File: src/hdl/crpte_pkg.sv
// Shared constants, codes and control structs of the point table evaluator.
`timescale 1ns / 1ps
`default_nettype none
package crpte_pkg;

  localparam int MAX_POINTS_DEF = 64;

  // Actions of one input item.
  localparam logic [2:0] ACT_APPEND = 3'd0;
  localparam logic [2:0] ACT_INSERT = 3'd1;
  localparam logic [2:0] ACT_CLEAR  = 3'd2;
  localparam logic [2:0] ACT_READ   = 3'd3;
  localparam logic [2:0] ACT_EVAL   = 3'd4;

  // Result status codes.
  localparam logic [1:0] ST_OK   = 2'd0;
  localparam logic [1:0] ST_FULL = 2'd1;
  localparam logic [1:0] ST_BAD  = 2'd2;
  localparam logic [1:0] ST_FEW  = 2'd3;

  // Read address selects.
  localparam logic [2:0] RA_BASE  = 3'd0;
  localparam logic [2:0] RA_BASE1 = 3'd1;
  localparam logic [2:0] RA_AUX   = 3'd2;
  localparam logic [2:0] RA_BASE2 = 3'd3;
  localparam logic [2:0] RA_KM1   = 3'd4;
  localparam logic [2:0] RA_SLOT  = 3'd5;

  // Capture targets for read data.
  localparam logic [1:0] CAP_PA = 2'd0;
  localparam logic [1:0] CAP_PB = 2'd1;
  localparam logic [1:0] CAP_D0 = 2'd2;
  localparam logic [1:0] CAP_D1 = 2'd3;

  // Kinds of result payload.
  localparam logic [1:0] KIND_ZERO  = 2'd0;
  localparam logic [1:0] KIND_READ  = 2'd1;
  localparam logic [1:0] KIND_CURVE = 2'd2;

  typedef struct packed {
    logic       latch;
    logic       k_load;
    logic       k_dec;
    logic       rd_en;
    logic [2:0] rd_sel;
    logic       cap_en;
    logic [1:0] cap_sel;
    logic       wr_shift;
    logic       wr_new;
    logic       cnt_inc;
    logic       cnt_clr;
    logic       sq_en;
    logic       cu_en;
    logic       wt_en;
    logic       acc_init;
    logic       mul_en;
    logic [1:0] mul_comp;
    logic [1:0] mul_term;
    logic       res_en;
    logic [1:0] res_kind;
    logic [1:0] res_status;
  } dp_cmd_t;

  typedef struct packed {
    logic [2:0] act;
    logic       full;
    logic       pos_bad;
    logic       k_gt_pos;
    logic       rd_bad;
    logic       few;
    logic       two;
    logic       seg_bad;
    logic       out_busy;
  } dp_stat_t;

endpackage
`default_nettype wire

File: src/hdl/crpte_ctrl.sv
// Controller state machine that sequences table updates, reads and evaluation.
`timescale 1ns / 1ps
`default_nettype none
module crpte_ctrl (
  input  wire logic               clk,
  input  wire logic               rst_n,
  input  wire logic               in_valid,
  output logic                    in_ready,
  input  wire crpte_pkg::dp_stat_t st,
  output crpte_pkg::dp_cmd_t      cmd
);
  import crpte_pkg::*;

  localparam logic [3:0] S_IDLE   = 4'd0;
  localparam logic [3:0] S_DEC    = 4'd1;
  localparam logic [3:0] S_SH_CHK = 4'd2;
  localparam logic [3:0] S_SH_RD  = 4'd3;
  localparam logic [3:0] S_SH_WR  = 4'd4;
  localparam logic [3:0] S_WR_NEW = 4'd5;
  localparam logic [3:0] S_EV_RD  = 4'd6;
  localparam logic [3:0] S_EV_MUL = 4'd7;
  localparam logic [3:0] S_EV_DRN = 4'd8;
  localparam logic [3:0] S_FIN    = 4'd9;

  logic [3:0] state_r, state_nxt;
  logic [3:0] step_r, step_nxt;
  logic [1:0] fin_stat_r, fin_stat_nxt;
  logic [1:0] fin_kind_r, fin_kind_nxt;
  logic       last;

  // State and step registers.
  always_ff @(posedge clk) begin
    if (!rst_n) begin
      state_r    <= S_IDLE;
      step_r     <= '0;
      fin_stat_r <= ST_OK;
      fin_kind_r <= KIND_ZERO;
    end else begin
      state_r    <= state_nxt;
      step_r     <= step_nxt;
      fin_stat_r <= fin_stat_nxt;
      fin_kind_r <= fin_kind_nxt;
    end
  end

  // Next state and datapath commands.
  always_comb begin
    state_nxt    = state_r;
    step_nxt     = step_r;
    fin_stat_nxt = fin_stat_r;
    fin_kind_nxt = fin_kind_r;
    cmd          = '0;
    in_ready     = 1'b0;
    last         = 1'b0;
    case (state_r)
      S_IDLE: begin
        in_ready = 1'b1;
        if (in_valid) begin
          cmd.latch = 1'b1;
          state_nxt = S_DEC;
        end
      end
      S_DEC: begin
        fin_stat_nxt = ST_OK;
        fin_kind_nxt = KIND_ZERO;
        state_nxt    = S_FIN;
        case (st.act)
          ACT_APPEND, ACT_INSERT: begin
            if (st.full) begin
              fin_stat_nxt = ST_FULL;
            end else if (st.pos_bad) begin
              fin_stat_nxt = ST_BAD;
            end else begin
              cmd.k_load = 1'b1;
              state_nxt  = S_SH_CHK;
            end
          end
          ACT_CLEAR: begin
            cmd.cnt_clr = 1'b1;
          end
          ACT_READ: begin
            if (st.rd_bad) begin
              fin_stat_nxt = ST_BAD;
            end else begin
              cmd.rd_en    = 1'b1;
              cmd.rd_sel   = RA_SLOT;
              fin_kind_nxt = KIND_READ;
            end
          end
          ACT_EVAL: begin
            if (st.few) begin
              fin_stat_nxt = ST_FEW;
            end else if (!st.two && st.seg_bad) begin
              fin_stat_nxt = ST_BAD;
            end else begin
              step_nxt  = '0;
              state_nxt = S_EV_RD;
            end
          end
          default: begin
            fin_stat_nxt = ST_OK;
          end
        endcase
      end
      S_SH_CHK: begin
        state_nxt = st.k_gt_pos ? S_SH_RD : S_WR_NEW;
      end
      S_SH_RD: begin
        cmd.rd_en  = 1'b1;
        cmd.rd_sel = RA_KM1;
        state_nxt  = S_SH_WR;
      end
      S_SH_WR: begin
        cmd.wr_shift = 1'b1;
        cmd.k_dec    = 1'b1;
        state_nxt    = S_SH_CHK;
      end
      S_WR_NEW: begin
        cmd.wr_new   = 1'b1;
        cmd.cnt_inc  = 1'b1;
        fin_stat_nxt = ST_OK;
        fin_kind_nxt = KIND_ZERO;
        state_nxt    = S_FIN;
      end
      // Four table reads overlap the weight computation.
      S_EV_RD: begin
        cmd.rd_en   = (step_r < 4'd4);
        cmd.cap_en  = (step_r != 4'd0);
        cmd.cap_sel = 2'(step_r - 4'd1);
        cmd.sq_en   = (step_r == 4'd0);
        cmd.cu_en   = (step_r == 4'd1);
        cmd.wt_en   = (step_r == 4'd2);
        case (step_r[1:0])
          2'd0:    cmd.rd_sel = RA_BASE;
          2'd1:    cmd.rd_sel = RA_BASE1;
          2'd2:    cmd.rd_sel = RA_AUX;
          default: cmd.rd_sel = RA_BASE2;
        endcase
        if (step_r == 4'd4) begin
          cmd.acc_init = 1'b1;
          step_nxt     = '0;
          state_nxt    = S_EV_MUL;
        end else begin
          step_nxt = step_r + 4'd1;
        end
      end
      // One product per cycle through the shared multiplier.
      S_EV_MUL: begin
        cmd.mul_en = 1'b1;
        if (st.two) begin
          cmd.mul_comp = step_r[1:0];
          cmd.mul_term = 2'd0;
          last         = (step_r == 4'd3);
        end else begin
          cmd.mul_comp = step_r[3:2];
          cmd.mul_term = step_r[1:0];
          last         = (step_r == 4'd15);
        end
        if (last) begin
          step_nxt  = '0;
          state_nxt = S_EV_DRN;
        end else begin
          step_nxt = step_r + 4'd1;
        end
      end
      S_EV_DRN: begin
        fin_stat_nxt = ST_OK;
        fin_kind_nxt = KIND_CURVE;
        state_nxt    = S_FIN;
      end
      S_FIN: begin
        if (!st.out_busy) begin
          cmd.res_en     = 1'b1;
          cmd.res_kind   = fin_kind_r;
          cmd.res_status = fin_stat_r;
          state_nxt      = S_IDLE;
        end
      end
      default: begin
        state_nxt = S_IDLE;
      end
    endcase
  end

endmodule
`default_nettype wire

File: config.mk
export PLATFORM = sky130hd
export DESIGN_NAME = crpte_ctrl
export DESIGN_NICKNAME = d
export VERILOG_FILES = /design/src/hdl/crpte_pkg.sv /design/src/hdl/crpte_ctrl.sv
export SDC_FILE = /design/constraint.sdc
export NUM_CORES = 1
export LEC_CHECK = 0
export BUFFER_PORTS_ARGS = -buffer_cell sky130_fd_sc_hd__buf_2
export CAP_MARGIN = 15
export CORE_AREA = 2 2 67 69
export DETAILED_ROUTE_END_ITERATION = 6
export DIE_AREA = 0 0 69 71
export PLACE_DENSITY = 0.55
export REMOVE_ABC_BUFFERS = 1
export SLEW_MARGIN = 15
export SYNTH_ARGS = -nofsm -noshare
export SYNTH_HDL_FRONTEND = slang
export SYNTH_SLANG_ARGS = --single-unit
File: constraint.sdc
create_clock -name clk -period 3.9 [get_ports clk]
set_clock_uncertainty 0.1 [all_clocks]
set_input_delay 0.195 -clock clk [delete_from_list [all_inputs] [get_ports clk]]
set_output_delay 0.195 -clock clk [all_outputs]
set_load 0.01 [all_outputs]
-- Word level (Yosys, flattened, before mapping)
Cells that the tools add are included.
- magnitude comparators: 1
- eq/ne operators: 27
- multiplexer cells: 51
- add/sub/neg operators: 2
- reductions and logical operators: 14
- operators with widths (kind ; count):
    $mux W4 ; 17
    $pmux W4 S9 ; 1
    $pmux W4 S3 ; 2
    $eq A4 B3 Y1 const B ; 5
    $pmux W2 S3 ; 3
    $eq A4 B2 Y1 const B ; 4
    $mux W1 ; 15
    $mux W5 ; 3
    $eq A4 B4 Y1 const B ; 3
    $mux W2 ; 6
    $ne A2 B2 Y1 const B ; 6
    $eq A4 B1 Y1 const B ; 2
    $logic_not A4 Y1 ; 2
    $pmux W4 S2 ; 1
    $reduce_and A4 Y1 ; 2
    $eq A3 B2 Y1 const B ; 2
    $mux W3 ; 2
    $reduce_bool A3 Y1 ; 2
    $add A4 B1 Y4 const B ; 1
    $lt A4 B3 Y1 const B ; 1
    $pmux W2 S2 ; 1
    $reduce_bool A4 Y1 ; 1
    $reduce_or A2 Y1 ; 2
    $eq A3 B1 Y1 const B ; 1
    10 further kinds ; 10
- flip-flop bits (word level): 12
- output and inout port bits: 29
- bits of input ports: 14
- logic and storage cells: 99

-- Longest topological paths before layout
- depth in word-level cells: 6
- mapped depth: 6
- mapped depth without buffers: 6

-- Least setup slack after synthesis
OpenSTA, ideal clock, no wires.
- path kind: flip-flop to output port
- start: register state_r[1]
- end: output cmd[21] (netlist bit)
- slack: 2.159 ns
- buffers on the path: 1
- data required time: 3.605 ns
- arrival: 1.446 ns
- stages on the path, launching flop included: 6
- cells stage by stage: dfxtp_1 -> buf_6 -> or4b_4 -> nor3b_2 -> nand3b_2 -> o21ai_1
- RTL lines (what ; RTL line ; source):
    start: declaration ; crpte_ctrl.sv:25 ; logic [3:0] state_r, state_nxt;
    start signal: assignment ; crpte_ctrl.sv:39 ; state_r <= state_nxt;
    end: declaration ; crpte_ctrl.sv:10 ; output crpte_pkg::dp_cmd_t cmd

==> impl_metrics.toml <==
[min_path]
holdCritPathClass = "in -> reg"

[timing]
max_slew_margin = 0.6267
finalHoldViolations = 0
slew_violations = 0
fin_crit_ps = 2462
fmax_mhz = 406.1
rsz0062_at_grt = "false"
worst_pin_slew_ps = 559.1
fin_tns_setup_ps = 0
finalCritPeriodShare = 0.6314
finalSetupViolations = 0

[setup_path]
reg2reg_slack_ps = 1860
crit_type = "reg -> out"
critPathLaunch = "state_r[1]"
timing.rr.end = "state_r[0]"
setup.worst_path.start_class = "flop"
arrival_ps = 2170
required_ps = 3610
path_max_fanout = 18
end_kind = "output port"
crit_path_end = "cmd[24]"
reg2reg_depth = 4
r2r_start = "state_r[3]"

[clocking]
clk_latency_ps = 240
htree_levels = 1
cts.clk_slew.worst_paths_ps = 50
clockRootBuffer = "clkbuf_8"
clockBufferDepth = 2
post-cts-setup-buffers = 0
cts_resized = 0
numCtsBuffers = 3
cts_num_sinks = 12
postCtsHoldBufs = 0
cts_tree = "done"

[floorplan]
start_util = 0.2708
fp.dieH_um = 71
die_area_um2 = 4899
core_area_um2 = 4204
num_rows = 24
chipWidth_um = 69
ios = 43

[global_routing]
grt_usage = 0.1208
antenna_found_initial = 0
grt_start_max_net_pins = 20
grt_pass1_vias = 992
grt_pass1_wl_mm = 4.912
grt-ovfl-total = 0

[flow_run]
max_cap_violations = 0

[synth]
synth_top_cell_area_share = 0.2110
synth_xor_area_frac = 0
ys_async_sr_fraction = 0
ys_top_cells_by_count = "nor2_1 (15), dfxtp_1 (12), a21oi_1 (10), and2_1 (9)"
ys_seq_area_frac = 0.2110
avgSynthCellArea_um2 = 7.746
synth-main-ff-cell = "dfxtp_1"
yosysMostFrequentCell = "nor2_1"
synth_cells = 147
synth_fa_ha_area_frac = 0.04396
synth.area.top_cells = "dfxtp_1 (21%), and2_1 (4.9%), nor2_1 (4.9%), a21oi_1 (4.4%), ha_1 (4.4%)"
synth_top_family_by_area = "simple AND/OR/NAND/NOR gates"
synth-edff-count = 0
yosysWarnings = 0
synth_area_um2 = 1139
synth_compound_gate_area_share = 0.2538
synthSimpleGateAreaFrac = 0.3956
ys_types = 51
ys_seq_elements = 12
muxShareOfSynthArea = 0.01758
synth_top_area_cell = "dfxtp_1"

[outcome]
status = "complete, no violations"

[drt]
dr.pass1.iters = 4
drc = 0
detail-route-antenna-nets = 0
wl_mm = 3.041
vias = 1181
vias_per_cell = 5.047
initialDrtViolationCount = 54
wl_per_cell_um = 13.00

[finish]
layout-drive-gt1-share = 0.3077
fin_nets = 202
final_util = 0.3321
syn2layout_area_growth_pct = 22.64
num_antenna_cells = 0

[power]
swShare = 0.3300
p_int_w = 0.0002452
clkPwrFrac = 0.317
p_seq_frac = 0.413
powerDensity_nw_per_um2 = 262.1
p_sw_w = 0.0001208
vdd_drop_max_uv = 186.8
pwr-share-comb = 0.270
p_leak_nw = 0.6290

[placement]
port_buffers = 42
dp_hpwl_mm = 2.280
gp_congestion = 0.8456
## through the flow
step | instances | hold WS (ps) | worst slack (ps) | area (um^2) | total power, W
2_1_floorplan | 137 | 212.6 | 2068 | 1080 | 0.0002158
3_3_place_gp | 231 | 348.1 | 1762 | 1355 | 0.0002535
3_5_place_dp | 231 | 352.3 | 1735 | 1355 | 0.0002522
4_1_cts | 234 | 118.3 | 1468 | 1396 | 0.0003681
5_1_grt | 234 | 128.3 | 1175 | 1396 | 0.0003862
6_report | 234 | 111.6 | 1438 | 1396 | 0.0003660
## flip-flops by register name, summed over array words and instances, names as in the netlist
name and count:
state_r 4, step_r 4, fin_kind_r 2, fin_stat_r 2
## cell type report
type,instances,area [um^2]
multi-input cells,117,809.5
repair buffers,42,210.2
inverters,8,30.03
well taps,52,65.06
fillers,472,2808
flip-flops and latches,12,240.2
clock buffers,3,41.29
## layout by cell type (no fill, tap or decap), drive strengths merged, types with 4 or more instances in the layout
cell type  Yosys  routed
buf            6      42
dfxtp         12      12
nor2          15      15
ha             4       4
a21oi         11      11
o21ai          6       6
nor3           6       6
nor2b          4       4
nand2          8       8
nand2b         6       6
and2           9       9
inv            8       8
## routing by layer
layer / track usage / up-vias / share of wire
met4: 0.03268 / 0 / 0.0069
met5: 0 / - / 0
met2: 0.1859 / 35 / 0.45
li1: - / 612 / -
met1: 0.1687 / 530 / 0.49
met3: 0.02991 / 4 / 0.056
## worst max-delay path: stages (launching register included)
cell and delay, ps:
dfxtp_1 670, nand4bb_1 430, nor3_1 490, inv_1 80, o311ai_1 80, buf_2 180
## worst min-delay path by stage
| stage | from | end | slack [ps] | depth (start not counted) |
|---|---|---|---|---|
| after floorplan | rst_n | state_r[1] | 210 | 1 |
| after global placement | fin_stat_r[1] | fin_stat_r[1] | 350 | 2 |
| after detailed placement | fin_stat_r[1] | fin_stat_r[1] | 350 | 2 |
| after CTS | st[0] | state_r[3] | 120 | 3 |
| after global routing | st[0] | state_r[3] | 130 | 3 |
| final | st[0] | state_r[3] | 110 | 3 |
## power groups by stage
stage               logic [W]  clock network [W]  registers (W)
finish              0.0000988           0.000116       0.000151
global route         0.000110           0.000123       0.000153
CTS                 0.0000999           0.000118       0.000151
detailed placement  0.0000993                  0       0.000153
global placement     0.000101                  0       0.000153
floorplan           0.0000691                  0       0.000147
## cells by family (layout without fill, tap and decap cells)
group,Yosys count,after routing
flops,12,12
simple gates,72,72
buf+inv,18,53
fa+ha+maj,4,4
mux,2,2
compound gates,39,39
No activity file was read; power rests on OpenSTA's default activity.
